<file path="src/rtl/mbrs_pkg.sv">
`timescale 1ns / 1ps
package mbrs_pkg;
  localparam int REG_COUNT_DEF = 8;
  localparam int RX_DEPTH_DEF = 32;
  localparam int READ_LIMIT = 8;
  localparam logic [7:0] FN_READ = 8'h03;
  localparam logic [7:0] FN_WRITE1 = 8'h06;
  localparam logic [7:0] FN_WRITEN = 8'h10;
  localparam logic [7:0] ADDR_DEF = 8'h02;
  localparam logic [15:0] CRC_INIT = 16'hFFFF;
  localparam logic [15:0] CRC_POLY = 16'hA001;
  localparam logic [0:0] REG_DEVADDR = 1'b0;

  function automatic logic [15:0] crc_byte(input logic [15:0] crc, input logic [7:0] b);
    logic [15:0] c;
    c = crc ^ {8'h00, b};
    for (int k = 0; k < 8; k++) begin
      c = c[0] ? ((c >> 1) ^ CRC_POLY) : (c >> 1);
    end
    return c;
  endfunction
endpackage

</file>
<file path="src/rtl/modbus_rtu_register_slave_core.sv">
`timescale 1ns / 1ps
// Modbus RTU slave serving holding registers (functions 3, 6 and 16).
// in_*: received request bytes, in_tdata = rx_byte, in_tlast = frame end
// from an external silence timer. Each byte is folded into the CRC and, while
// the store has room, stored as it is accepted; in_tready drops while a frame
// is judged, while its registers are written and while its reply goes out.
// out_*: reply bytes in wire order, out_tdata = tx_byte, out_tlast on the
// final CRC byte. Body bytes (from the captured header, the computed byte count
// or the register file, a registered read) pass S_TX_RD then S_TX; CRC bytes
// go out from S_TX directly. Judging reads the header in S_H0 to S_H6 and
// checks it in S_CHK; a frame with no reply then returns to S_RX. Writes pass
// S_WR0 and S_WR1; for function 16, S_WR1 takes each high byte, then writes.
// A stalled out_tready holds the reply byte and the sequencer.
// cfg_*: APB port; register 0 at address 0 is device_address (reset 2).
// Reset clears counters and presets CRC; register contents read back as 1..N
// until written. Malformed, foreign or broadcast frames are dropped silently.
module modbus_rtu_register_slave_core #(
  parameter int REG_COUNT = mbrs_pkg::REG_COUNT_DEF,
  parameter int RX_DEPTH  = mbrs_pkg::RX_DEPTH_DEF
) (
  input  logic        clk,
  input  logic        rst_n,
  input  logic        in_tvalid,
  output logic        in_tready,
  input  logic [7:0]  in_tdata,   // [7:0] rx_byte
  input  logic        in_tlast,
  output logic        out_tvalid,
  input  logic        out_tready,
  output logic [7:0]  out_tdata,  // [7:0] tx_byte
  output logic        out_tlast,
  input  logic        cfg_psel,
  input  logic        cfg_penable,
  input  logic        cfg_pwrite,
  input  logic [0:0]  cfg_paddr,
  input  logic [31:0] cfg_pwdata,
  output logic [31:0] cfg_prdata,
  output logic        cfg_pready
);
  localparam int AW = $clog2(RX_DEPTH);
  localparam int CW = $clog2(RX_DEPTH + 1);
  localparam int RW = (REG_COUNT > 1) ? $clog2(REG_COUNT) : 1;

  typedef enum logic [3:0] {
    S_RX, S_H0, S_H1, S_H2, S_H3, S_H4, S_H5, S_H6, S_CHK,
    S_WR0, S_WR1, S_TX_RD, S_TX
  } state_t;

  state_t       state_r;
  logic [7:0]   dev_addr_r;
  logic [CW-1:0] cnt_r;
  logic         ovf_r;
  logic [15:0]  crc_r;
  logic [7:0]   hdr_r [6];
  logic [4:0]   idx_r;    // reply byte / write index
  logic [4:0]   len_r;    // reply body length
  logic [15:0]  tcrc_r;
  logic [7:0]   wr_hi_r;
  logic         wr_go_r;
  logic         fn3_r;
  logic [7:0]   obyte_r;
  logic         olast_r;
  logic         ovalid_r;

  logic [AW-1:0] st_raddr;
  logic [7:0]    st_rdata;
  logic [RW-1:0] rf_raddr, rf_waddr;
  logic [15:0]   rf_rdata, rf_wdata;
  logic          rf_we;
  logic          acc;

  assign acc = in_tvalid && in_tready;
  assign in_tready = (state_r == S_RX);
  assign cfg_pready = 1'b1;
  assign cfg_prdata = (cfg_paddr == mbrs_pkg::REG_DEVADDR) ? {24'd0, dev_addr_r} : 32'd0;
  assign out_tvalid = ovalid_r;
  assign out_tdata = obyte_r;
  assign out_tlast = olast_r;

  mbrs_rx_store #(.RX_DEPTH(RX_DEPTH)) u_store (
    .clk(clk), .we(acc && (cnt_r < CW'(RX_DEPTH))), .waddr(cnt_r[AW-1:0]),
    .wdata(in_tdata), .raddr(st_raddr), .rdata(st_rdata)
  );

  mbrs_reg_file #(.REG_COUNT(REG_COUNT)) u_regs (
    .clk(clk), .rst_n(rst_n), .we(rf_we), .waddr(rf_waddr), .wdata(rf_wdata),
    .raddr(rf_raddr), .rdata(rf_rdata)
  );

  logic [16:0] start_w, qty_w, end_w;
  logic [4:0]  tidx;     // index into reply data for fn3
  logic [5:0]  rd_pos;   // store position for fn16 write data
  assign start_w = {1'b0, hdr_r[2], hdr_r[3]};
  assign qty_w   = {1'b0, hdr_r[4], hdr_r[5]};
  assign end_w   = start_w + qty_w;
  assign tidx    = idx_r - 5'd3;
  assign rd_pos  = 6'd7 + {idx_r, 1'b0};

  // store read address
  always_comb begin
    st_raddr = '0;
    unique case (state_r)
      S_H0: st_raddr = AW'(0);
      S_H1: st_raddr = AW'(1);
      S_H2: st_raddr = AW'(2);
      S_H3: st_raddr = AW'(3);
      S_H4: st_raddr = AW'(4);
      S_H5: st_raddr = AW'(5);
      S_H6: st_raddr = AW'(6);
      S_WR0: st_raddr = AW'(rd_pos);
      S_WR1: st_raddr = AW'(rd_pos + 6'd1);
      default: st_raddr = '0;
    endcase
  end

  assign rf_raddr = RW'(start_w[15:0] + 16'(tidx[4:1]));
  assign rf_waddr = RW'(start_w[15:0] + 16'(idx_r));
  assign rf_wdata = (fn3_r) ? 16'd0 :
                    ((hdr_r[1] == mbrs_pkg::FN_WRITE1) ? {hdr_r[4], hdr_r[5]}
                                                       : {wr_hi_r, st_rdata});
  assign rf_we = ((state_r == S_WR1) && (hdr_r[1] == mbrs_pkg::FN_WRITE1)) || wr_go_r;

  // byte 6 arrives on the store read port in S_CHK
  logic ok;
  logic [4:0] nlen;
  always_comb begin
    ok = !ovf_r && (cnt_r >= CW'(8)) && (crc_r == 16'd0) && (hdr_r[0] != 8'd0)
         && (hdr_r[0] == dev_addr_r);
    nlen = 5'd6;
    if (hdr_r[1] == mbrs_pkg::FN_READ) begin
      ok = ok && (cnt_r == CW'(8)) && (qty_w >= 17'd1) && (qty_w <= 17'(mbrs_pkg::READ_LIMIT))
           && (end_w <= 17'(REG_COUNT));
      nlen = 5'(3 + 2 * qty_w[3:0]);
    end else if (hdr_r[1] == mbrs_pkg::FN_WRITE1) begin
      ok = ok && (cnt_r == CW'(8)) && (start_w < 17'(REG_COUNT));
    end else if (hdr_r[1] == mbrs_pkg::FN_WRITEN) begin
      ok = ok && (qty_w >= 17'd1) && (end_w <= 17'(REG_COUNT))
           && ({9'd0, st_rdata} == {qty_w[15:0], 1'b0})
           && ({{(17-CW){1'b0}}, cnt_r} == 17'd9 + {qty_w[15:0], 1'b0});
    end else begin
      ok = 1'b0;
    end
  end

  logic [7:0] body_byte;
  always_comb begin
    if (idx_r < 5'd6 && !(fn3_r && idx_r >= 5'd2)) begin
      body_byte = hdr_r[3'(idx_r)];
    end else if (idx_r == 5'd2) begin
      body_byte = 8'({qty_w[3:0], 1'b0});
    end else begin
      body_byte = tidx[0] ? rf_rdata[7:0] : rf_rdata[15:8];
    end
  end

  always_ff @(posedge clk) begin
    if (!rst_n) begin
      state_r    <= S_RX;
      dev_addr_r <= mbrs_pkg::ADDR_DEF;
      cnt_r      <= '0;
      ovf_r      <= 1'b0;
      crc_r      <= mbrs_pkg::CRC_INIT;
      ovalid_r   <= 1'b0;
      wr_go_r    <= 1'b0;
    end else begin
      if (cfg_psel && cfg_penable && cfg_pwrite && cfg_paddr == mbrs_pkg::REG_DEVADDR) begin
        dev_addr_r <= cfg_pwdata[7:0];
      end
      if (ovalid_r && out_tready && state_r != S_TX) begin
        ovalid_r <= 1'b0;
      end
      unique case (state_r)
        S_RX: if (acc) begin
          if (cnt_r < CW'(RX_DEPTH)) cnt_r <= cnt_r + CW'(1);
          else ovf_r <= 1'b1;
          crc_r <= mbrs_pkg::crc_byte(crc_r, in_tdata);
          if (in_tlast) state_r <= S_H0;
        end
        S_H0: state_r <= S_H1;
        S_H1: begin hdr_r[0] <= st_rdata; state_r <= S_H2; end
        S_H2: begin hdr_r[1] <= st_rdata; state_r <= S_H3; end
        S_H3: begin hdr_r[2] <= st_rdata; state_r <= S_H4; end
        S_H4: begin hdr_r[3] <= st_rdata; state_r <= S_H5; end
        S_H5: begin hdr_r[4] <= st_rdata; state_r <= S_H6; end
        S_H6: begin hdr_r[5] <= st_rdata; state_r <= S_CHK; end
        S_CHK: begin
          fn3_r  <= (hdr_r[1] == mbrs_pkg::FN_READ);
          len_r  <= nlen;
          idx_r  <= '0;
          tcrc_r <= mbrs_pkg::CRC_INIT;
          cnt_r  <= '0;
          ovf_r  <= 1'b0;
          crc_r  <= mbrs_pkg::CRC_INIT;
          if (!ok) state_r <= S_RX;
          else if (hdr_r[1] == mbrs_pkg::FN_READ) state_r <= S_TX_RD;
          else state_r <= S_WR0;
        end
        S_WR0: state_r <= S_WR1;
        S_WR1: begin
          if (hdr_r[1] == mbrs_pkg::FN_WRITE1) begin
            idx_r <= '0;
            state_r <= S_TX_RD;
          end else if (!wr_go_r) begin
            wr_hi_r <= st_rdata;
            wr_go_r <= 1'b1;
          end else begin
            wr_go_r <= 1'b0;
            if (17'(idx_r) + 17'd1 >= qty_w) begin
              idx_r <= '0;
              state_r <= S_TX_RD;
            end else begin
              idx_r <= idx_r + 5'd1;
              state_r <= S_WR0;
            end
          end
        end
        S_TX_RD: state_r <= S_TX;
        S_TX: if (!ovalid_r || out_tready) begin
          ovalid_r <= 1'b1;
          if (idx_r < len_r) begin
            obyte_r <= body_byte;
            olast_r <= 1'b0;
            tcrc_r  <= mbrs_pkg::crc_byte(tcrc_r, body_byte);
            idx_r   <= idx_r + 5'd1;
            state_r <= S_TX_RD;
          end else if (idx_r == len_r) begin
            obyte_r <= tcrc_r[7:0];
            olast_r <= 1'b0;
            idx_r   <= idx_r + 5'd1;
          end else begin
            obyte_r <= tcrc_r[15:8];
            olast_r <= 1'b1;
            state_r <= S_RX;
          end
        end
        default: state_r <= S_RX;
      endcase
    end
  end
endmodule

</file>
<file path="src/rtl/mbrs_rx_store.sv">
`timescale 1ns / 1ps
module mbrs_rx_store #(
  parameter int RX_DEPTH = mbrs_pkg::RX_DEPTH_DEF,
  localparam int AW = $clog2(RX_DEPTH)
) (
  input  logic          clk,
  input  logic          we,
  input  logic [AW-1:0] waddr,
  input  logic [7:0]    wdata,
  input  logic [AW-1:0] raddr,
  output logic [7:0]    rdata
);
  logic [7:0] mem [RX_DEPTH];

  always_ff @(posedge clk) begin
    if (we) begin
      mem[waddr] <= wdata;
    end
    rdata <= mem[raddr];
  end
endmodule

</file>
<file path="src/rtl/mbrs_reg_file.sv">
`timescale 1ns / 1ps
module mbrs_reg_file #(
  parameter int REG_COUNT = mbrs_pkg::REG_COUNT_DEF,
  localparam int RW = (REG_COUNT > 1) ? $clog2(REG_COUNT) : 1
) (
  input  logic          clk,
  input  logic          rst_n,
  input  logic          we,
  input  logic [RW-1:0] waddr,
  input  logic [15:0]   wdata,
  input  logic [RW-1:0] raddr,
  output logic [15:0]   rdata
);
  logic [15:0]        mem [REG_COUNT];
  logic [REG_COUNT-1:0] valid_r;
  logic                 rvalid_r;
  logic [RW-1:0]        raddr_r;
  logic [15:0]          mem_q;

  always_ff @(posedge clk) begin
    if (!rst_n) begin
      valid_r <= '0;
    end else if (we) begin
      valid_r[waddr] <= 1'b1;
    end
  end

  always_ff @(posedge clk) begin
    if (we) begin
      mem[waddr] <= wdata;
    end
    mem_q    <= mem[raddr];
    rvalid_r <= valid_r[raddr];
    raddr_r  <= raddr;
  end

  assign rdata = rvalid_r ? mem_q : (16'(raddr_r) + 16'd1);
endmodule

</file>
<file path="config.mk">
export PLATFORM = sky130hd
export DESIGN_NAME = modbus_rtu_register_slave_core
export DESIGN_NICKNAME = d
export VERILOG_FILES = /design/src/rtl/mbrs_pkg.sv /design/src/rtl/modbus_rtu_register_slave_core.sv /design/src/rtl/mbrs_rx_store.sv /design/src/rtl/mbrs_reg_file.sv
export SDC_FILE = /design/constraint.sdc
export NUM_CORES = 1
export LEC_CHECK = 0
export BUFFER_PORTS_ARGS = -buffer_cell sky130_fd_sc_hd__buf_4
export CORE_MARGIN = 2
export CORE_UTILIZATION = 45
export CTS_BUF_LIST = sky130_fd_sc_hd__clkbuf_4 sky130_fd_sc_hd__clkbuf_8
export CTS_CLUSTER_SIZE = 25
export DETAILED_ROUTE_END_ITERATION = 8
export SYNTH_ARGS = -nofsm -noshare
export SYNTH_HDL_FRONTEND = slang
export SYNTH_HIERARCHICAL = 1
export SYNTH_SLANG_ARGS = --single-unit
</file>
<file path="constraint.sdc">
create_clock -name clk -period 7 [get_ports clk]
set_input_delay 0.35 -clock clk [delete_from_list [all_inputs] [get_ports clk]]
set_output_delay 0.35 -clock clk [all_outputs]
set_load 0.01 [all_outputs]
</file>
==> flow_summary.yaml <==
run_status:
  status: "completed"
layout:
  diodes: 0
  fin_nets: 1743
  drive_above_1_share: 0.2237
  final_core_utilization: 0.5082
  syn2layout_area_growth_pct: 11.41
synthesis:
  synth_edf_count: 476
  synth_ff_type: "edfxtp_1"
  ys_types: 82
  synth_cells: 1562
  ys_warn_count: 6
  synth_seq_area_share: 0.6429
  syn_avg_cell_area_sq_um: 15.75
  synth_area_sq_um: 24600
  ys_async_sr_fraction: 0
  ys_seq_elements: 552
sta:
  rsz0062_at_grt: "false"
  finalHoldViolCount: 0
  period_minus_slack_ns: 4.619
  finClkSkew_ns: 0.02893
  slew_headroom: 0.2139
  drv_slew: 0
  fmax_ghz: 0.2165
  fin_crit_sh: 0.6599
  setup_tns_ns: 0
  setup_viol: 0
  tightest_slew_ns: 1.170
cts:
  cts_tree: "yes"
  cts_sinks: 552
  cts-resized-gates: 0
  cts_root_buf: "clkbuf_8"
  cts_buffers: 90
  cts_setup_buffers: 0
  clkTransAtPathRegs_ns: 0.06
  cts-htree-levels: 3
  worstSkewPairLatency_ns: 0.68
  hold_buffers: 9
  cts_max_path_buffers: 3
drt:
  drtIter0Drc: 1086
  vias_per_cell: 5.673
  drt_first_pass_iters: 5
  drc_errors: 0
  ant_nets: 0
  wl_mm: 56.10
  wire_per_inst_um: 23.21
  vias: 13711
power:
  clkPwrFrac: 0.407
  switchingPower_uw: 1563
  power.leakage_uw: 0.009255
  comb_power_share: 0.060
  intPower_uw: 5412
  power_uw: 6975
  ir_worst_vdd_mv: 0.1923
  cellPowerDensity_nw_per_um2: 254.5
  switching_share: 0.2241
  power_frac_seq: 0.533
critical_path:
  cp_data_required_time_ns: 7.54
  worstSetupStartpoint: "idx_r[1]"
  critPathLaunchType: "register"
  cp_max_fo: 41
  worst-setup-path-type: "register to register"
  critPathCaptureType: "register"
  arrival_ns: 5.16
  timing.rr.start: "idx_r[1]"
floorplanning:
  io_pins: 93
  initial_utilization: 0.4562
  rows: 85
  die_h_um: 237.8
  dieArea_sq_um: 56550
  coreArea_sq_um: 53920
  die_x_um: 237.8
global_routing:
  grt_pass1_wl_mm: 84.84
  grt_pass1_vias: 13889
  antenna_found_initial: 0
  gr-total-overflow: 0
  grt_use_total: 0.2004
  grt_max_degree: 42
place:
  hpwlAfterDp_mm: 35.91
  port_buffers: 43
  gp_congestion: 0.8518
run:
  drv_cap: 0
worst_hold_path:
  worstHoldStart: "rst_n"
  hold_class: "primary input to register"
==> layout by cell type (no fill, tap or decap), types with 20 or more instances in the layout <==
| master | instances |
|---|---|
| nor2_1 | 87 |
| buf_4 | 64 |
| clkbuf_4 | 36 |
| nand2_1 | 118 |
| mux4_1 | 24 |
| mux4_2 | 98 |
| a21oi_1 | 57 |
| ha_1 | 40 |
| clkbuf_8 | 97 |
| dfxtp_1 | 76 |
| edfxtp_1 | 476 |
| and2_1 | 20 |
| inv_1 | 30 |
| mux2_2 | 40 |
| nor3_1 | 20 |
| conb_1 | 25 |
| xnor2_1 | 52 |
| nand3_1 | 27 |
==> per-stage QoR <==
step,std cells,cell area (sq um),worst slack [ns],hold WS [ns]
final,2417,27410,2.381,0.06688
after global routing,2417,27410,2.107,0.02185
after CTS,2417,27410,2.335,0.001363
after detailed placement,2245,25480,2.362,0.4535
after global placement,2245,25480,2.323,0.4381
after floorplan,1585,24680,3.055,0.4218
==> critical path: stages (launching register included) <==
cell and delay (ns):
edfxtp_1 0.64, inv_1 0.28, ha_1 0.50, xnor2_1 0.18, o31ai_1 0.21, a22o_2 0.94, buf_4 0.50, mux4_2 0.40
mux4_2 0.51, mux2_2 0.29
==> cell type report <==
type / instances / area (sq um)
repair buffers: 73 / 570.5
well taps: 696 / 870.8
multi-input cells: 899 / 8190
flip-flops and latches: 552 / 15820
inverters: 34 / 127.6
clock inverters: 30 / 225.2
clock buffers: 133 / 1605
fillers: 4467 / 26520
==> flip-flops by register name, summed over array words and instances, names as in the netlist, 3 cells and up, named ones only <==
register and count:
u_regs/valid_r 8, dev_addr_r 8, u_regs/raddr_r 3, wr_hi_r 8
state_r 4, len_r 5, hdr_r 48, out_tdata 8
u_store/mem 256, tcrc_r 16, cnt_r 6, idx_r 5
crc_r 16, u_store/rdata 8, u_regs/mem_q 16, u_regs/mem 128
==> path summary, 6_finish.rpt <==
kind,endpoint,slack [ns],cells after the start
worst min-delay path,u_regs/valid_r[2],0.07,2
worst max-delay path,u_store/rdata[0],2.38,9
worst min register to register,u_regs/valid_r[5],0.47,1
worst max register to register,u_store/rdata[0],2.38,9
==> cell usage after synthesis, drive strengths merged (21+ instances only) <==
cell    number  area (sq um)
mux4       122          2838
xnor2       55         508.0
a21oi       58         290.3
buf         57         459.2
nor3        21         105.1
and2        21         132.6
nand3       27         135.1
nand2      118         442.9
clkbuf      43         171.4
mux2        53         608.1
edfxtp     476         14290
o21ai       28         140.1
ha          41         513.0
dfxtp       76          1521
inv         34         127.6
nor2        88         332.8
==> cell families (layout without fill, tap and decap cells) <==
logic type	after synthesis	in the layout	synth area share
DFF	552	552	0.6429
muxes	186	186	0.1447
buffers and inverters	134	270	0.03082
xor gates and xnor gates	77	77	0.03011
and+or+nand+nor	379	379	0.07640
AOI/OAI and AO/OA	187	187	0.05087
other	2	25	0.0003053
adders and majority gates	45	45	0.02386
==> routing by layer <==
layer / vias up / share of wire / global-route usage
met5: - / 0 / 0
met4: 0 / 0.023 / 0.06194
met3: 103 / 0.053 / 0.03345
met2: 395 / 0.49 / 0.3300
met1: 7001 / 0.43 / 0.2740
li1: 6212 / - / -
==> power groups by stage <==
| stage | logic, uW | registers, uW | clock network (uW) |
|---|---|---|---|
| 2_1_floorplan | 316 | 3740 | 0 |
| 3_5_place_dp | 421 | 3780 | 0 |
| 3_3_place_gp | 415 | 3780 | 0 |
| 5_1_grt | 460 | 3720 | 3040 |
| 6_report | 419 | 3720 | 2840 |
| 4_1_cts | 427 | 3720 | 2910 |
No activity file was read; power rests on OpenSTA's default activity.
